**src/hdl/lz77td_ram.sv**
```systemverilog
`default_nettype none

module lz77td_ram #(
  parameter  int WIDTH = 8,
  parameter  int DEPTH = 256,
  localparam int AW    = $clog2(DEPTH)
) (
  input  logic             clk,
  input  logic             we,
  input  logic [AW-1:0]    waddr,
  input  logic [WIDTH-1:0] wdata,
  input  logic             re,
  input  logic [AW-1:0]    raddr,
  output logic [WIDTH-1:0] rdata
);

  logic [WIDTH-1:0] mem [DEPTH];

  // read during write to the same address returns the old data
  always_ff @(posedge clk) begin
    if (we) begin
      mem[waddr] <= wdata;
    end
    if (re) begin
      rdata <= mem[raddr];
    end
  end

endmodule

`default_nettype wire

```
**config.mk**
```make
export PLATFORM = sky130hd
export DESIGN_NAME = lz77td_ram
export DESIGN_NICKNAME = d
export VERILOG_FILES = /design/src/hdl/lz77td_ram.sv
export SDC_FILE = /design/constraint.sdc
export NUM_CORES = 2
export LEC_CHECK = 0
export BUFFER_PORTS_ARGS = -buffer_cell sky130_fd_sc_hd__buf_2
export CELL_PAD_IN_SITES_DETAIL_PLACEMENT = 1
export CELL_PAD_IN_SITES_GLOBAL_PLACEMENT = 2
export CORE_MARGIN = 10
export CORE_UTILIZATION = 39
export DETAILED_ROUTE_END_ITERATION = 8
export HOLD_SLACK_MARGIN = 0.1
export MAX_ROUTING_LAYER = met4
export PLACE_DENSITY = 0.73
export SETUP_SLACK_MARGIN = 0.15
export SLEW_MARGIN = 20
export SYNTH_ARGS = -nofsm -noshare
export SYNTH_HDL_FRONTEND = slang
export SYNTH_SLANG_ARGS = --single-unit
```
**constraint.sdc**
```tcl
create_clock -name clk -period 6 [get_ports clk]
set_clock_uncertainty 0.15 [all_clocks]
set_input_delay 0.6 -clock clk [delete_from_list [all_inputs] [get_ports clk]]
set_output_delay 0.6 -clock clk [all_outputs]
set_load 0.03 [all_outputs]
```
==> results.ini <==
[drt]
wl_per_cell_um = 31.84
dr.pass1.iters = 5
vias = 39188
ant_nets = 0
drc = 0
drt_iter0_drc = 4227
vias_per_cell = 5.848
wl_um = 213400

[grt]
grt_antenna_before_repair = 14
overflow = 0
grt_pass1_vias = 40726
grt_max_degree = 159
grt_use_total = 0.1943
grt_pass1_wl_um = 308200

[die]
dieArea_um2 = 222700
start_util = 0.3928
dieWidth_um = 471.9
coreArea_um2 = 202700
row_count = 165
die_h_um = 471.9
ios = 35

[clock_network]
cts_made_buffers = 204
cts_max_level = 4
clock_path_buffers = 3
post_cts_buffers = 0
clock_sinks = 2056
cts_tree = done
cts_root_buffer = clkbuf_16
cts_resized = 0
clk_pin_slew_ps = 60
worstSkewPairLatency_ps = 860

[setup_path]
r2r-start = mem[137][2]$_DFFE_PP_
critPathKind = in -> reg
cp-startpoint = raddr[0]
critPathLaunchType = input pin
cp.required_ps = 6380
crit_path_end_kind = register
crit_arrival_ps = 4340
worstPathMaxFanout = 63

[outcome]
outcome = finished clean

[sta]
fin_ws_ps = 2048
tightest_slew_ps = 1126
max_clock_freq_ghz = 0.2531
tns_ps = 0
post-route-period-util = 0.6586
period_needed_ps = 3952
slew_headroom = 0.2465
setup_viol = 0
grt_setup_unrepaired = false
final_hold_viol_count = 0
drv_slew = 0

[placement]
place_area_um2 = 82910
io_buffers = 34
hpwlAfterDp_um = 129200
pre_cts_slack_ps = 1176
place_congestion = 0.8307

[finish]
area_growth_pct = 12.55
finalInstanceArea_um2 = 89630
layout_common_cells = edfxtp_1, mux4_2, nor2_1
n_fill_cell = 18721
drive_gt1_frac = 0.2260
final_util = 0.4421
final_nets = 3878
layout_commonest_cell = edfxtp_1

[synth]
ys_seq_elements = 2056
synth.cell_area_um2 = 79640
netlist_instances = 3733
ys_types = 54
synthesis.nets = 3760
ys_seq_area_frac = 0.7753
avgSynthCellArea_um2 = 21.33
yosys_warnings = 0
ys_async_sr_fraction = 0
ys.flop_type = edfxtp_1
synth_edf_count = 2056

[job]
cap_violations = 0

[pwr]
cellPowerDensity_nw_per_um2 = 335.0
vdd_drop_max_mv = 0.2773
power_mw = 30.03
p_leak_nw = 27.31

[worst_hold_path]
hold_path.class = in -> reg
min-delay-start = wdata[0]

[cells by family after synthesis]
kind of cell           count (synthesis)  share of synthesized area
DFF                                 2056                     0.7753
buffers and inverters                235                    0.01829
muxes                                591                     0.1460
and+or+nand+nor                      466                    0.02625
AOI/OAI and AO/OA                    385                    0.03416
[path summary, 6_finish.rpt]
check / to / slack (ps) / depth (start not counted)
max: rdata[2]$_DFFE_PP_ / 2050 / 9
min: mem[46][0]$_DFFE_PP_ / 100 / 1
max reg2reg: rdata[2]$_DFFE_PP_ / 2900 / 6
min reg2reg: rdata[5]$_DFFE_PP_ / 910 / 5
[report_power, final]
part,internal (mW),switching [mW]
logic,0.484,0.977
clock network,7.17,5.53
registers,15.8,0.0269
total,23.5,6.53
[metrics by stage]
| step | hold slack (ps) | cells |
|---|---|---|
| final | 104.8 | 6701 |
| after global placement | 911.1 | 6312 |
| after detailed placement | 882.8 | 6312 |
| after CTS | 105.6 | 6690 |
| after floorplan | 548.9 | 3733 |
| after global routing | 108.1 | 6698 |
[layout make-up]
| cell class | count | area, um^2 | share of cell area |
|---|---|---|---|
| clock buffer | 250 | 5341 | 0.05959 |
| timing repair buffer | 145 | 1389 | 0.01550 |
| clock inverter | 127 | 1266 | 0.01413 |
| multi-input combinational | 1442 | 16520 | 0.1844 |
| inverter | 2 | 7.507 | 0.00008376 |
| antenna | 7 | 17.52 | 0.0001954 |
| tap | 2672 | 3343 | 0.03730 |
| sequential | 2056 | 61740 | 0.6888 |
[layer usage]
metal  vias to the layer above  track usage  share of wire
li1                      15970            -              -
met1                     21398       0.2686           0.42
met2                      1559       0.3023           0.48
met3                       261      0.03270          0.073
met4                         0      0.04706          0.021
met5                         -            -              0
[worst max-delay path, stage by stage]
cell,delay [ps]
buf_8,640
buf_12,310
buf_4,330
mux4_2,590
mux4_2,530
nor2_1,100
a2111oi_0,110
nor3_1,910
nor4_2,110
[synth_stat cells (16+ instances only)]
cell type / instances / share of area
a211oi_1: 16 / 0.0015
a21oi_1: 96 / 0.0060
a22oi_1: 133 / 0.013
buf_1: 22 / 0.0010
buf_2: 31 / 0.0019
buf_4: 27 / 0.0025
buf_6: 21 / 0.0030
clkbuf_1: 111 / 0.0052
edfxtp_1: 2056 / 0.78
mux2i_1: 134 / 0.017
mux4_2: 454 / 0.13
nand2_1: 33 / 0.0016
nand3_1: 34 / 0.0021
nor2_1: 282 / 0.013
nor2b_1: 31 / 0.0024
nor3_1: 22 / 0.0014
nor4_1: 24 / 0.0019
o221ai_1: 46 / 0.0051
o22ai_1: 28 / 0.0022
[state kept, by name, indices dropped and copies added, names as in the netlist]
signal,count
rdata,8
mem,2048
[timing repair]
action / in CTS / in global routing
hold endpoints to repair: 8 / 59
endpoints found under the setup margin: 0 / 0
hold buffers: 1 / 2
Power figures use the tool's default switching activity.
